**config.mk**
```make
export PLATFORM = sky130hd
export DESIGN_NAME = crc16_bit_granular_update
export DESIGN_NICKNAME = d
export VERILOG_FILES = /design/src/crc16bg_pkg.sv /design/src/crc16bg_core.sv /design/src/crc16bg_csr.sv /design/src/crc16_bit_granular_update.sv
export SDC_FILE = /design/constraint.sdc
export NUM_CORES = 1
export LEC_CHECK = 0
export BUFFER_PORTS_ARGS = -buffer_cell sky130_fd_sc_hd__buf_2
export CORE_MARGIN = 4
export CORE_UTILIZATION = 51
export DETAILED_ROUTE_END_ITERATION = 7
export MAX_ROUTING_LAYER = met4
export PLACE_DENSITY = 0.78
export SYNTH_ARGS = -nofsm -noshare
export SYNTH_HDL_FRONTEND = slang
export SYNTH_SLANG_ARGS = --single-unit
```
**constraint.sdc**
```tcl
create_clock -name clock -period 4.8 [get_ports clock]
set_input_delay 0.48 -clock clock [delete_from_list [all_inputs] [get_ports clock]]
set_output_delay 0.48 -clock clock [all_outputs]
set_load 0.05 [all_outputs]
```
**src/crc16bg_pkg.sv**
```systemverilog
// ----------------------------------------------------------------------------
// crc16bg_pkg
// Shared types and constants for the bit-granular CRC-16 update block.
// ----------------------------------------------------------------------------
package crc16bg_pkg;

   localparam int DATA_W  = 8;
   localparam int START_W = 3;
   localparam int COUNT_W = 4;
   localparam int CRC_W   = 16;

   localparam logic [CRC_W-1:0] CRC_POLY  = 16'h8005;
   localparam logic [CRC_W-1:0] CRC_RESET = 16'hFFFF;

   // register map: one register slot per 4 bytes
   localparam int CSR_ADDR_W = 3;
   localparam int CSR_DATA_W = 32;
   localparam logic REG_INITIAL_CRC = 1'b0;

   typedef struct packed {
      logic [DATA_W-1:0]  data_byte;
      logic [START_W-1:0] first_bit;
      logic [COUNT_W-1:0] bit_count;
      logic               restart;
   } item_type;

endpackage

```
**src/crc16bg_core.sv**
```systemverilog
// ----------------------------------------------------------------------------
// crc16bg_core
// Combinational CRC update: clamp the count, then feed up to eight bits.
// ----------------------------------------------------------------------------
module crc16bg_core (
   input  crc16bg_pkg::item_type              item,
   input  logic [crc16bg_pkg::CRC_W-1:0]      crc_now,
   input  logic [crc16bg_pkg::CRC_W-1:0]      initial_crc,
   output logic [crc16bg_pkg::CRC_W-1:0]      crc_next
);
   import crc16bg_pkg::*;

   logic [COUNT_W-1:0] room;
   logic [COUNT_W-1:0] count;
   logic [DATA_W-1:0]  aligned;

   assign room    = COUNT_W'(DATA_W) - {1'b0, item.first_bit};
   assign count   = (item.bit_count > room) ? room : item.bit_count;
   // shift the first used bit up to the MSB
   assign aligned = item.data_byte << item.first_bit;

   always_comb begin
      logic [CRC_W-1:0] crc;
      logic             fb;
      crc = item.restart ? initial_crc : crc_now;
      for (int i = 0; i < DATA_W; i++) begin
         fb = crc[CRC_W-1] ^ aligned[DATA_W-1-i];
         if (COUNT_W'(i) < count) begin
            crc = {crc[CRC_W-2:0], 1'b0} ^ (fb ? CRC_POLY : '0);
         end
      end
      crc_next = crc;
   end

endmodule

```
**src/crc16bg_csr.sv**
```systemverilog
// ----------------------------------------------------------------------------
// crc16bg_csr
// APB register file holding the initial CRC value.
// ----------------------------------------------------------------------------
module crc16bg_csr (
   input  logic                                 clock,
   input  logic                                 reset,
   input  logic                                 psel,
   input  logic                                 penable,
   input  logic                                 pwrite,
   input  logic [crc16bg_pkg::CSR_ADDR_W-1:0]   paddr,
   input  logic [crc16bg_pkg::CSR_DATA_W-1:0]   pwdata,
   output logic [crc16bg_pkg::CSR_DATA_W-1:0]   prdata,
   output logic                                 pready,
   output logic [crc16bg_pkg::CRC_W-1:0]        initial_crc
);
   import crc16bg_pkg::*;

   logic [CRC_W-1:0] initial_crc_ff;
   logic [CRC_W-1:0] initial_crc_in;
   logic             hit;

   assign pready = 1'b1;
   assign hit    = (paddr[CSR_ADDR_W-1] == REG_INITIAL_CRC);

   always_comb begin
      initial_crc_in = initial_crc_ff;
      if (psel && penable && pwrite && pready && hit) begin
         initial_crc_in = pwdata[CRC_W-1:0];
      end
   end

   always_ff @(posedge clock) begin
      if (reset) begin
         initial_crc_ff <= CRC_RESET;
      end else begin
         initial_crc_ff <= initial_crc_in;
      end
   end

   assign prdata      = hit ? {(CSR_DATA_W-CRC_W)'(0), initial_crc_ff} : '0;
   assign initial_crc = initial_crc_ff;

endmodule

```
**src/crc16_bit_granular_update.sv**
```systemverilog
// ----------------------------------------------------------------------------
// crc16_bit_granular_update
// Running CRC-16 (poly 0x8005, MSB first) fed a bit range of one byte per
// request.
// ----------------------------------------------------------------------------
// Each request carries a data byte, the first bit to use (counted from the
// MSB), a bit count and a restart flag. The count is clamped to the bits left
// in the byte; restart loads the configured initial CRC first. Every request
// yields one response: the CRC register after its bits. Throughput is one
// request per cycle while the response side keeps up; a request passes the
// input register, then the eight-step update into the result register, which
// also writes the running CRC so the next request sees it, and its response
// is valid from there. A response left waiting holds the request in the
// input register, and a further request stalls until the response drains.
// The initial CRC lives at byte address 0 of the APB port (reset 0xFFFF) and
// is to be written only while no request is in flight.
// ----------------------------------------------------------------------------
module crc16_bit_granular_update (
   input  logic                                 clock,
   input  logic                                 reset,
   // request channel
   input  logic                                 req_valid,
   output logic                                 req_ready,
   input  logic [crc16bg_pkg::DATA_W-1:0]       req_data_byte,
   input  logic [crc16bg_pkg::START_W-1:0]      req_first_bit,
   input  logic [crc16bg_pkg::COUNT_W-1:0]      req_bit_count,
   input  logic                                 req_restart,
   // response channel
   output logic                                 rsp_valid,
   input  logic                                 rsp_ready,
   output logic [crc16bg_pkg::CRC_W-1:0]        rsp_crc_out,
   // configuration
   input  logic                                 psel,
   input  logic                                 penable,
   input  logic                                 pwrite,
   input  logic [crc16bg_pkg::CSR_ADDR_W-1:0]   paddr,
   input  logic [crc16bg_pkg::CSR_DATA_W-1:0]   pwdata,
   output logic [crc16bg_pkg::CSR_DATA_W-1:0]   prdata,
   output logic                                 pready
);
   import crc16bg_pkg::*;

   logic [CRC_W-1:0] initial_crc;

   // input stage
   item_type         item_ff;
   item_type         item_in;
   logic             item_valid_ff;
   logic             item_valid_in;

   // running CRC and result register
   logic [CRC_W-1:0] crc_ff;
   logic [CRC_W-1:0] crc_in;
   logic [CRC_W-1:0] crc_next;
   logic [CRC_W-1:0] rsp_crc_ff;
   logic [CRC_W-1:0] rsp_crc_in;
   logic             rsp_valid_ff;
   logic             rsp_valid_in;

   logic             advance;
   logic             req_take;

   crc16bg_csr u_csr (
      .clock       (clock),
      .reset       (reset),
      .psel        (psel),
      .penable     (penable),
      .pwrite      (pwrite),
      .paddr       (paddr),
      .pwdata      (pwdata),
      .prdata      (prdata),
      .pready      (pready),
      .initial_crc (initial_crc)
   );

   crc16bg_core u_core (
      .item        (item_ff),
      .crc_now     (crc_ff),
      .initial_crc (initial_crc),
      .crc_next    (crc_next)
   );

   // Advance the input stage into the result register whenever the result
   // slot is empty or being drained this cycle.
   assign advance   = item_valid_ff && (!rsp_valid_ff || rsp_ready);
   assign req_ready = !item_valid_ff || advance;
   assign req_take  = req_valid && req_ready;

   always_comb begin
      item_in       = item_ff;
      item_valid_in = item_valid_ff;
      crc_in        = crc_ff;
      rsp_crc_in    = rsp_crc_ff;
      rsp_valid_in  = rsp_valid_ff;

      // drop a delivered response
      if (rsp_valid_ff && rsp_ready) begin
         rsp_valid_in = 1'b0;
      end
      // retire the held request: commit the CRC and present the response
      if (advance) begin
         crc_in        = crc_next;
         rsp_crc_in    = crc_next;
         rsp_valid_in  = 1'b1;
         item_valid_in = 1'b0;
      end
      // capture a new request
      if (req_take) begin
         item_in.data_byte = req_data_byte;
         item_in.first_bit = req_first_bit;
         item_in.bit_count = req_bit_count;
         item_in.restart   = req_restart;
         item_valid_in     = 1'b1;
      end
   end

   always_ff @(posedge clock) begin
      if (reset) begin
         item_valid_ff <= 1'b0;
         rsp_valid_ff  <= 1'b0;
         crc_ff        <= CRC_RESET;
      end else begin
         item_valid_ff <= item_valid_in;
         rsp_valid_ff  <= rsp_valid_in;
         crc_ff        <= crc_in;
      end
      item_ff    <= item_in;
      rsp_crc_ff <= rsp_crc_in;
   end

   assign rsp_valid   = rsp_valid_ff;
   assign rsp_crc_out = rsp_crc_ff;

   // the running CRC always matches the last response produced
   a_crc_tracks_rsp : assert property (@(posedge clock) disable iff (reset)
      advance |=> (crc_ff == rsp_crc_ff) && rsp_valid_ff)
      else $error("running CRC and response disagree");

   // back-pressure only while a request is held
   a_ready_only_when_full : assert property (@(posedge clock) disable iff (reset)
      !req_ready |-> item_valid_ff && rsp_valid_ff && !rsp_ready)
      else $error("request stalled with a free stage");

   // an accepted request always occupies the input stage next cycle
   a_take_fills_stage : assert property (@(posedge clock) disable iff (reset)
      req_take |=> item_valid_ff)
      else $error("accepted request lost");

   // reset restores the CRC and empties the pipeline
   a_reset_state : assert property (@(posedge clock)
      reset |=> (crc_ff == CRC_RESET) && !rsp_valid_ff && !item_valid_ff)
      else $error("bad state after reset");

endmodule

```
==> impl_results.md, run 1 <==
* Final Critical Period at between 4000 and 5000 ps
* Layout Skew at 9.656 ps
* Clock latency on the worst-skew pair at around 360 ps
* First-pass GRT wire length at 22760 um
* Yosys reg bits at 66
* Max transition margin at 31.48%
* Final hold vios at 0
* Mapped cell area at 0.005176 mm2
* Detail Route Antenna Nets at 0
* Worst R2R Setup Slack at 190 ps
* Sw frac at between 40% and 50%
* Fmax at ~220 MHz
* Minimum hold slack at ~290 ps
* Sequential area share after synthesis at between 30% and 40%
* R2R Path End: rsp_crc_out[2]$_DFFE_PP_
* Worst stage delay on the critical path at 430 ps
* Crit path launch type: flop
* Comb pwr share at 53.0%
* Row count at 36
* Synth area leaders: edfxtp_1, dfxtp_1, mux2i_1
* Worst hold path depth at 1
* Residual DRC count at 0
* Main combinational cell family by area after synthesis: simple AND/OR/NAND/NOR gates
* Final setup violation count at 0
* Max_cap viols at 0
* Post-DP HPWL at between 10000 and 15000 um
* Initial drt markers at 400
* Crit share post-route at 96.12%
* Routability congestion estimate at 0.9488
* CTS tree: built
* Largest area contributor in the netlist: edfxtp_1
* CP Class: flop to flop
* Crit path max fanout at 17
* Total wire length at 14290 um
* Peak supply drop at approximately 0.24 mV
* Worst setup startpoint: item_ff[5]$_DFFE_PP_
* Root Driver: clkbuf_8
* Multiplexer share of the synthesized area at 13.20%
* Critical R2R Launch: item_ff[5]$_DFFE_PP_
* Pre-antenna DRT Iters at 5
* Synth Warn # at 0
* Post-synthesis compound-gate area fraction at 18.47%
* ANT cells at 0
* Die footprint at 0.01183 mm2
* Clock slew at reported path FFs at 80 ps
* Final setup margin at 186.3 ps
* Cell variety after synth at 78
* Routed vias at approximately 4800
* Tot GR Track Use at about 25%
* Post-synth top flop: dfxtp_1
* FFs w/ async S/R, synth at 0%
* Min-delay worst type: input pin to flop
* Largest net degree at the start of global routing at 30
* Worst Hold Path EP: item_ff[1]$_DFFE_PP_
* Syn avg cell area at about 8.5 um2
* Nets at around 750
* Vias in the first global route at approximately 4500
* Layout area overhead at 17.94%
* Crit path DAT at 4710 ps
* CP max stage cell: xnor3_1
* Status: completed
* Hold_buf cts at 0
* Vias per inst at 5.844
* Bufs and invs on worst path at 2
* Filler instances at 903
* Proportion of netlist area held by the largest area contributor at 18.56%
* Placement Setup Slack at -94.40 ps
* Core box area at 0.009819 mm2
* Die W at 108.7 um
* Synth Area in Simple Gates at 21.78%
* PortBufs at 73
* Placed Instance Area at 0.005732 mm2
* Sequential Power Share at 26.8%
* Pint at approximately 0.0015 W
* Synth Area in Adders at under 10%
* Cell count after synthesis at 608
* Worst Hold Launch: req_bit_count[0]
* Critical Path RT at 4900 ps
* Power Density at approximately 440 mW/mm2
* CTS sink cnt at 66
* Layout cell share with drive strength beyond 1 at 25.65%
* TNS Setup at 0 ps
* Most used cell, CP: o21ai_0
* CP delay by family, top: compound AO/OA/AOI/OAI gates
* H-Tree Depth at 3
* Net Sw Power at around 0.0012 W
* Slew Limit Fails at 0
* Leak pwr at between 2 and 3 nW
* Design area at 0.006105 mm2
* Initial antenna violation count at 0
* CTS Buffer Depth at 2
* Slew of the pin with the lowest slew margin at around 1000 ps
* Ports at approximately 110
* XOR/XNOR Fraction of Synth Area at 7.397%
* Clock share of power at 20.3%
* FF-to-FF path depth at 19
* Post-synth EDFFs at 32
* GRT overflow at 0
* CP endpoint kind: flop
* Initial Util at between 50% and 60%
* Routed wire per std cell at between 15 and 20 um
* Chip height at between 100 and 150 um
* Worst-path cell chain: inv_1 -> ha_1 -> nor2b_1 -> or2_2 -> ha_4 -> and3b_1 -> a2111oi_4 -> o32ai_4 -> buf_12 -> mux2i_1 -> mux2i_1 -> o21ai_0 -> o21ai_0 -> o22ai_2 -> xor2_2 -> xnor3_1 -> xnor2_1 -> nand2_1 -> o21ai_0
* TritonCTS buffer count at 9
area by class of cell:
cell class,instances,area [um2],share of cell area (%)
Tap cell,133,166.4,2.726
Clock inverter,7,100.1,1.640
Sequential cell,66,1642,26.89
Clock buffer,9,123.9,2.029
Timing Repair Buffer,104,614.3,10.06
Multi-Input combinational cell,495,3425,56.10
Inverter,9,33.78,0.5534
logic make-up (layout without fill, tap and decap cells):
| kind of cell | Yosys count | count (layout) |
|---|---|---|
| AND/OR/NAND/NOR | 235 | 235 |
| AO/OA/AOI/OAI | 134 | 134 |
| flip-flops | 66 | 66 |
| multiplexers | 65 | 65 |
| buffers and inverters | 62 | 129 |
| XOR/XNOR | 39 | 39 |
| adder cells (fa/ha/maj) | 5 | 5 |
| other | 2 | 17 |
layer usage:
layer,up-vias,wire length (um),track usage (%)
met2,179,6604,38.79
met1,2288,6525,34.17
li1,2327,-,-
met4,0,191,6.853
met5,-,0,-
met3,16,963,3.493
cells in the mapped netlist (3+ instances only):
cell / n
dfxtp_1: 34
o21ai_0: 30
a21oi_1: 24
xor2_1: 12
ha_1: 5
clkbuf_1: 25
a311oi_1: 3
nand4_1: 3
a31oi_1: 7
mux2i_1: 41
nand3_1: 38
nand2_1: 88
xnor3_1: 3
nor2_1: 48
o311a_1: 3
or3_1: 5
o31ai_1: 4
inv_1: 7
nor3_1: 7
edfxtp_1: 32
o211ai_1: 13
mux2_2: 23
a211oi_1: 9
buf_4: 19
xnor2_1: 24
nand2b_1: 3
a21o_1: 3
and3_1: 3
buf_2: 9
a22oi_1: 3
o22ai_1: 4
nor2b_1: 20
state kept, by name, indices dropped and copies added, names as in the netlist:
| signal | cells |
|---|---|
| crc_ff | 16 |
| item_ff | 16 |
| rsp_crc_out | 16 |
| u_csr.initial_crc | 16 |
| item_valid_ff | 1 |
| rsp_valid | 1 |
layout by cell type (no fill, tap or decap), types with 3 or more instances in the layout:
| cell type | n |
|---|---|
| a311oi_1 | 3 |
| a211oi_1 | 9 |
| o21ai_0 | 29 |
| xnor2_2 | 3 |
| edfxtp_1 | 32 |
| o22ai_2 | 3 |
| nand4_1 | 3 |
| mux2_2 | 23 |
| clkbuf_8 | 9 |
| nand2_1 | 87 |
| nor2b_1 | 20 |
| ha_1 | 4 |
| buf_2 | 73 |
| nand3_1 | 37 |
| a22oi_1 | 3 |
| a21oi_1 | 24 |
| a31oi_1 | 7 |
| o311a_1 | 3 |
| o31ai_1 | 4 |
| dfxtp_1 | 34 |
| conb_1 | 17 |
| xor2_1 | 10 |
| o211ai_1 | 13 |
| buf_4 | 29 |
| mux2i_1 | 41 |
| inv_1 | 7 |
| or3_1 | 5 |
| nand2b_1 | 3 |
| nor2_1 | 47 |
| xnor3_1 | 3 |
| nor3_1 | 6 |
| a21o_1 | 3 |
| xnor2_1 | 21 |
what timing repair did:
item	CTS	global route
pin swaps	0	1
setup endpoints to repair	2	22
gates resized for setup	3	21
setup buffers	0	1
endpoints found under the hold margin	0	0
power groups by stage:
stage               combinational, W  sequential (W)  clock, W
floorplan                   0.000920        0.000808         0
global placement             0.00131        0.000723         0
detailed placement           0.00132        0.000725         0
CTS                          0.00135        0.000712  0.000546
global route                 0.00152        0.000719  0.000569
finish                       0.00141        0.000714  0.000540
stage by stage:
| stage | std cells | util (%) | total power (W) |
|---|---|---|---|
| final | 823 | 62.17 | 0.002667 |
| after global routing | 823 | 62.17 | 0.002808 |
| after CTS | 822 | 60.88 | 0.002605 |
| after detailed placement | 806 | 58.37 | 0.002049 |
| after global placement | 806 | 58.37 | 0.002031 |
| after floorplan | 623 | - | 0.001727 |
how the worst max path moves through the flow:
stage,cells after the start,slack (ps),to
after CTS,19,60,rsp_crc_out[2]$_DFFE_PP_
after floorplan,19,140,rsp_crc_out[0]$_DFFE_PP_
after global placement,19,100,rsp_crc_out[2]$_DFFE_PP_
after detailed placement,19,-90,crc_ff[2]$_SDFFE_PP1P_
after global routing,18,-20,rsp_crc_out[2]$_DFFE_PP_
final,19,190,rsp_crc_out[2]$_DFFE_PP_
worst reg2reg max path: cells and delay by family, from the launching register on:
kind                       cells  cell delay [ps]
buffers and inverters          2              260
muxes                          2              340
DFF                            1              360
AOI/OAI and AO/OA              6             1340
and+or+nand+nor                4              770
xor gates and xnor gates       3              800
adders and majority gates      2              490
(Power assumes the default switching activity.)
==> run 2: changes to the inputs <==
--- a/config.mk
+++ b/config.mk
@@ -6,9 +6,11 @@
 export NUM_CORES = 1
 export LEC_CHECK = 0
 export BUFFER_PORTS_ARGS = -buffer_cell sky130_fd_sc_hd__buf_2
+export CAP_MARGIN = 30
 export CORE_MARGIN = 4
 export CORE_UTILIZATION = 51
 export DETAILED_ROUTE_END_ITERATION = 7
+export GPL_TIMING_DRIVEN = 0
 export MAX_ROUTING_LAYER = met4
 export PLACE_DENSITY = 0.78
 export SYNTH_ARGS = -nofsm -noshare
==> run 2 against run 1 <==
Against the previous run: clock power is 20% lower; non-clock buffer count rose by 46; final area up 5.1%; largest cell class unchanged; critical path type unchanged.
==> impl_results.md, run 2 (synthesis gave the netlist of run 1 again) <==
* GRT overflow at 0 (unchanged)
* Design area at 0.006419 mm2 (+5.1%)
* Fmax at 214.4 MHz (-1.1%)
* Tot GR Track Use at 26.52% (+1.6 points)
* CTS sink cnt at 66 (unchanged)
* Initial drt markers at 498 (+25%)
* PortBufs at 73 (unchanged)
* Slew Limit Fails at 0 (unchanged)
* Post-DP HPWL at 11350 um (+4.8%)
* Crit path max fanout at 7 (-10)
* Power Density at 413.7 mW/mm2 (-5.3%)
* Residual DRC count at 0 (unchanged)
* Final setup violation count at 0 (unchanged)
* Nets at 794 (+6.1%)
* Ports at 109 (unchanged)
* Critical Path RT at 4920 ps (+20 ps)
* Routability congestion estimate at 0.9620 (+1.4%)
* Final Critical Period at 4665 ps (+51.21 ps)
* Clock slew at reported path FFs at 80 ps (about the same)
* Core box area at 0.009819 mm2 (unchanged)
* Most used cell, CP: xnor2_2
* CP Class: flop to flop
* Layout cell share with drive strength beyond 1 at 30.03% (+4.4 points)
* Row count at 36 (unchanged)
* Layout area overhead at 24.00%
* CP delay by family, top: compound AO/OA/AOI/OAI gates
* Largest net degree at the start of global routing at 18 (-40%)
* Crit path DAT at 4780 ps (+70 ps)
* Slew of the pin with the lowest slew margin at 706.8 ps (-319.9 ps)
* Pre-antenna DRT Iters at 5 (unchanged)
* Placed Instance Area at 0.005792 mm2 (+1.0%)
* Max_cap viols at 0 (unchanged)
* Crit share post-route at 97.19% (+1.1 points)
* Commonest non-fill, non-tap cells in the layout: nand2_1, buf_2, nor2_1, buf_4, mux2i_1
* Initial antenna violation count at 0 (unchanged)
* CP endpoint kind: flop
* Leak pwr at 2.712 nW (+5.0%)
* Die footprint at 0.01183 mm2 (unchanged)
* TritonCTS buffer count at 9 (unchanged)
* Bufs and invs on worst path at 3 (+1)
* Vias per inst at 5.857 (+0.22%)
* Initial Util at 52.71% (unchanged)
* Max transition margin at 52.52% (+21 points)
* Worst-path cell chain: clkbuf_4 -> inv_4 -> ha_2 -> nor2b_1 -> or2_4 -> ha_4 -> nand4b_1 -> a31oi_4 -> o32ai_4 -> mux2i_1 -> buf_4 -> mux2i_2 -> xnor2_2 -> a21oi_1 -> and3_1 -> a311oi_4 -> xnor2_2 -> nand3_1 -> o211ai_1 -> o21ai_1
* Detail Route Antenna Nets at 0 (unchanged)
* ANT cells at 0 (unchanged)
* Worst stage delay on the critical path at 490 ps (+60 ps)
* Placement Setup Slack at -618.7 ps (-524.3 ps)
* Post-layout util at 65.37% (+3.2 points)
* CTS tree: built
* First-pass GRT wire length at 23930 um (+5.2%)
* Die W at 108.7 um (unchanged)
* Layout Skew at 7.652 ps (-2.004 ps)
* Min-delay worst type: input pin to flop
* Crit path launch type: flop
* Root Driver: clkbuf_8
* CTS Buffer Depth at 2 (unchanged)
* Final hold vios at 0 (unchanged)
* H-Tree Depth at 3 (unchanged)
* Routed wire per std cell at 17.46 um (+0.58%)
* Routed vias at 5090 (+5.8%)
* Final setup margin at 135.0 ps (-51.21 ps)
* Chip height at 108.7 um (unchanged)
* Peak supply drop at 0.2106 mV (-13%)
* CP max stage cell: o32ai_4
* Clock latency on the worst-skew pair at 370 ps (about the same)
* Commonest non-fill, non-tap cell in the layout: nand2_1
* Vias in the first global route at 4707 (+4.5%)
* Status: completed
* Total wire length at 15170 um (+6.2%)
-- run 2: cell types whose count changed in the layout (fill, tap and decap cells not counted), sizes merged --
cell	before	now
inv	11	10
clkbuf	9	35
bufinv	2	0
buf	104	124
clkinvlp	0	3
-- run 2: area by class of cell --
cell class | instances | area [um2]
well taps | 133 | 166.4
fillers | 853 | 3401
repair buffers | 97 | 565.5
clock buffers | 9 | 123.9
flip-flops and latches | 66 | 1642
clock inverters | 7 | 53.80
inverters | 9 | 40.04
multi-input cells | 495 | 3515
plain buffers | 53 | 312.8
-- run 2: path summary, 6_finish.rpt --
check	startpoint	to	slack, ps	depth (start not counted)
setup / recovery	item_ff[6]$_DFFE_PP_	rsp_crc_out[2]$_DFFE_PP_	140	20
hold / removal	req_data_byte[3]	item_ff[11]$_DFFE_PP_	290	1
setup reg to reg	item_ff[6]$_DFFE_PP_	rsp_crc_out[2]$_DFFE_PP_	140	20
hold reg to reg	crc_ff[11]$_SDFFE_PP1P_	crc_ff[11]$_SDFFE_PP1P_	470	2
-- run 2: layer usage --
metal	vias up	track usage [%]	share of wire, %
met4	0	7.935	2.0
met5	-	-	0
met2	254	40.73	46
met1	2385	35.88	43
li1	2419	-	-
met3	32	4.737	8.7
-- run 2: what timing repair did --
item,in CTS,in global routing
setup endpoints to repair,32,30
buffers inserted,4,19
hold buffers,0,0
pin swaps,4,20
gates resized for setup,30,37
-- run 2: power by group --
group / leakage [nW] / internal [W] / switching [W]
clock network: 0.0875 / 0.000191 / 0.000242
logic: 2.04 / 0.000580 / 0.000930
registers: 0.584 / 0.000678 / 0.0000332
-- run 2: stage by stage --
step / hold WS [ps] / cells / TNS, ps / total power [W]
2_1_floorplan: 432.7 / 623 / 0 / 0.001727
6_report: 286.3 / 869 / 0 / 0.002655
3_3_place_gp: 447.1 / 829 / -10480 / 0.002008
4_1_cts: 271.6 / 850 / 0 / 0.002532
3_5_place_dp: 452.3 / 830 / -12640 / 0.002026
5_1_grt: 265.5 / 869 / -252.2 / 0.002804
==> run 3: changes to the inputs <==
--- a/config.mk
+++ b/config.mk
@@ -8,11 +8,11 @@
 export BUFFER_PORTS_ARGS = -buffer_cell sky130_fd_sc_hd__buf_2
 export CAP_MARGIN = 30
 export CORE_MARGIN = 4
-export CORE_UTILIZATION = 51
+export CORE_UTILIZATION = 56
 export DETAILED_ROUTE_END_ITERATION = 7
 export GPL_TIMING_DRIVEN = 0
 export MAX_ROUTING_LAYER = met4
-export PLACE_DENSITY = 0.78
+export PLACE_DENSITY = 0.82
 export SYNTH_ARGS = -nofsm -noshare
 export SYNTH_HDL_FRONTEND = slang
 export SYNTH_SLANG_ARGS = --single-unit
==> constraint.sdc (replaced) <==
create_clock -name clock -period 4.6 [get_ports clock]
set_input_delay 0.46 -clock clock [delete_from_list [all_inputs] [get_ports clock]]
set_output_delay 0.46 -clock clock [all_outputs]
set_load 0.05 [all_outputs]
==> run 3 against run 2 <==
Against the previous run: utilization grew 11 points; worst hold slack lost 4.0 ps; largest power group unchanged; the flow now finishes with violations (setup timing); first-iteration DRC count shrank 2.6%; worst setup slack lost 280 ps.
==> impl_results.md, run 3 (synthesis gave the netlist of run 1 again) <==
* Final hold vios at 0 (unchanged)
* GR Util met1 at 41.02% (+5.1 points)
* Detail Route Antenna Nets at 0 (unchanged)
* Clock slew at reported path FFs at 90 ps (about the same)
* Status: finished with violations
* Failing checks: setup timing
* Die footprint at 0.01085 mm2 (-8.3%)
* R2R Path End: crc_ff[5]$_SDFFE_PP1P_
* Final Critical Period at 4743 ps (+78.37 ps)
* Largest net degree at the start of global routing at 17 (-1)
* Chip height at 104.1 um (-4.2%)
* Max transition margin at 46.01% (-6.5 points)
* Commonest non-fill, non-tap cell in the layout: nand2_1
* Ports at 109 (unchanged)
* Leak pwr at 2.891 nW (+6.6%)
* Worst Hold Launch: req_first_bit[1]
* CTS tree: built
* Crit path launch type: flop
* Met3 Usage GRT at 4.966% (+0.23 points)
* Routed wire per std cell at 20.71 um (+19%)
* CP Class: flop to flop
* Worst setup startpoint: item_ff[5]$_DFFE_PP_
* Nets at 812 (+2.3%)
* Max_cap viols at 0 (unchanged)
* Total wire length at 17860 um (+18%)
* Critical Path RT at 4890 ps (-30 ps)
* Crit share post-route at 103.1% (+5.9 points)
* Critical R2R Launch: item_ff[5]$_DFFE_PP_
* Core box area at 0.008848 mm2 (-9.9%)
* Busiest grt layer: met2
* Routability congestion estimate at 0.9410 (-2.2%)
* Filler instances at 637 (-25%)
* GRT overflow at 0 (unchanged)
* Peak supply drop at 0.2480 mV (+18%)
* Final setup violation count at 10 (+10)
* Layout Skew at 14.69 ps (+7.034 ps)
* FF-to-FF path depth at 20 (unchanged)
* Multi-input logic area at 0.003674 mm2 (+4.5%)
* TritonCTS buffer count at 9 (unchanged)
* Met2 usage at 50.05% (+9.3 points)
* Post-DP HPWL at 12320 um (+8.6%)
* First-pass GRT wire length at 26580 um (+11%)
* Initial antenna violation count at 0 (unchanged)
* CP endpoint kind: flop
* H-Tree Depth at 3 (unchanged)
* Fmax at 210.8 MHz (-1.7%)
* Clock latency on the worst-skew pair at 350 ps (-20 ps)
* CTS sink cnt at 66 (unchanged)
* Final setup margin at -143.3 ps (-278.4 ps)
* Residual DRC count at 0 (unchanged)
* Slew of the pin with the lowest slew margin at 809.9 ps (+103.1 ps)
* Worst R2R Setup Slack at -140 ps (-280 ps)
* Tot GR Track Use at 31.40% (+4.9 points)
* Power Total at 0.003089 W (+16%)
* Sequential cell area at 0.001642 mm2 (unchanged)
* Initial Util at 58.50% (+5.8 points)
* CTS Buffer Depth at 2 (unchanged)
* Vias in the first global route at 5096 (+8.3%)
* Design area at 0.006749 mm2 (+5.1%)
* Root Driver: clkbuf_8
* Die W at 104.1 um (-4.2%)
* Crit path max fanout at 6 (-1)
* Layout area overhead at 30.38%
* ANT cells at 0 (unchanged)
* Commonest non-fill, non-tap cells in the layout: nand2_1, buf_2, buf_4, nor2_1, mux2i_1
* Routed vias at 5479 (+7.6%)
* Vias per inst at 6.356 (+8.5%)
* Worst hold path depth at 1 (unchanged)
* Initial drt markers at 485 (-2.6%)
* Power Density at 457.8 mW/mm2 (+11%)
* Placed Instance Area at 0.005754 mm2 (-0.65%)
* Pre-antenna DRT Iters at 8 (+3)
* Min-delay worst type: input pin to flop
* Crit path DAT at 5030 ps (+250 ps)
* RSZ-0062 raised after global routing: true
* PortBufs at 73 (unchanged)
* Row count at 34 (-5.6%)
* Worst Hold Path EP: item_ff[6]$_DFFE_PP_
* Slew Limit Fails at 0 (unchanged)
* Layout cell share with drive strength beyond 1 at 34.48% (+4.5 points)
[run 3: how the worst max path moves through the flow]
stage	end	slack, ps
6_report	crc_ff[5]$_SDFFE_PP1P_	-140
5_1_grt	rsp_crc_out[6]$_DFFE_PP_	-200
4_1_cts	crc_ff[5]$_SDFFE_PP1P_	2
3_5_place_dp	crc_ff[11]$_SDFFE_PP1P_	-870
3_3_place_gp	crc_ff[11]$_SDFFE_PP1P_	-790
2_1_floorplan	rsp_crc_out[2]$_DFFE_PP_	50
[run 3: final cells by class]
type / count / share of cell area, %
Multi-Input combinational cell: 495 / 54.43
Sequential cell: 66 / 24.32
Timing Repair Buffer: 115 / 10.55
Buffer: 53 / 4.876
Clock buffer: 10 / 2.039
Tap cell: 108 / 2.002
Clock inverter: 6 / 1.038
Inverter: 9 / 0.7416
[run 3: repair_timing]
action / 4_1_cts / 5_1_grt
hold buffers: 0 / 0
resized for setup: 48 / 69
buffers inserted: 16 / 25
gates cloned: 0 / 0
pin swaps: 19 / 44
setup endpoints to repair: 32 / 32
[run 3: critical path, cell delays in order (launching register included)]
cell,delay (ps)
edfxtp_1,440
buf_6,150
inv_6,30
ha_4,150
nor2b_4,120
or2_4,240
ha_4,310
nand4b_1,250
and3_4,310
nor3_4,330
or2_1,240
buf_6,150
nand4_1,100
o211a_1,200
a21o_1,250
nand2_4,110
xnor3_1,260
a211o_1,360
o22a_2,290
o31ai_4,230
o31a_1,150
[run 3: per-layer routing]
| metal | routed length (um) | vias to the layer above |
|---|---|---|
| li1 | - | 2447 |
| met1 | 6991 | 2584 |
| met2 | 8295 | 367 |
| met3 | 1773 | 81 |
| met4 | 794 | 0 |
| met5 | 0 | - |
[run 3: stage by stage]
stage	hold WS (ps)	instances	util (%)	TNS, ps	setup slack (ps)
after floorplan	432.7	623	-	0	53.69
after detailed placement	454.0	805	65.03	-20920	-873.4
after global routing	274.0	862	76.27	-2186	-200.2
after CTS	272.9	837	71.35	0	1.637
after global placement	446.8	804	64.86	-17770	-788.4
final	282.3	862	76.27	-775.9	-143.3
[run 3: where the power goes]
part	internal (W)	switching (W)
Clock	0.000271	0.000257
Combinational	0.000745	0.00107
Sequential	0.000707	0.0000369
Total	0.00172	0.00137
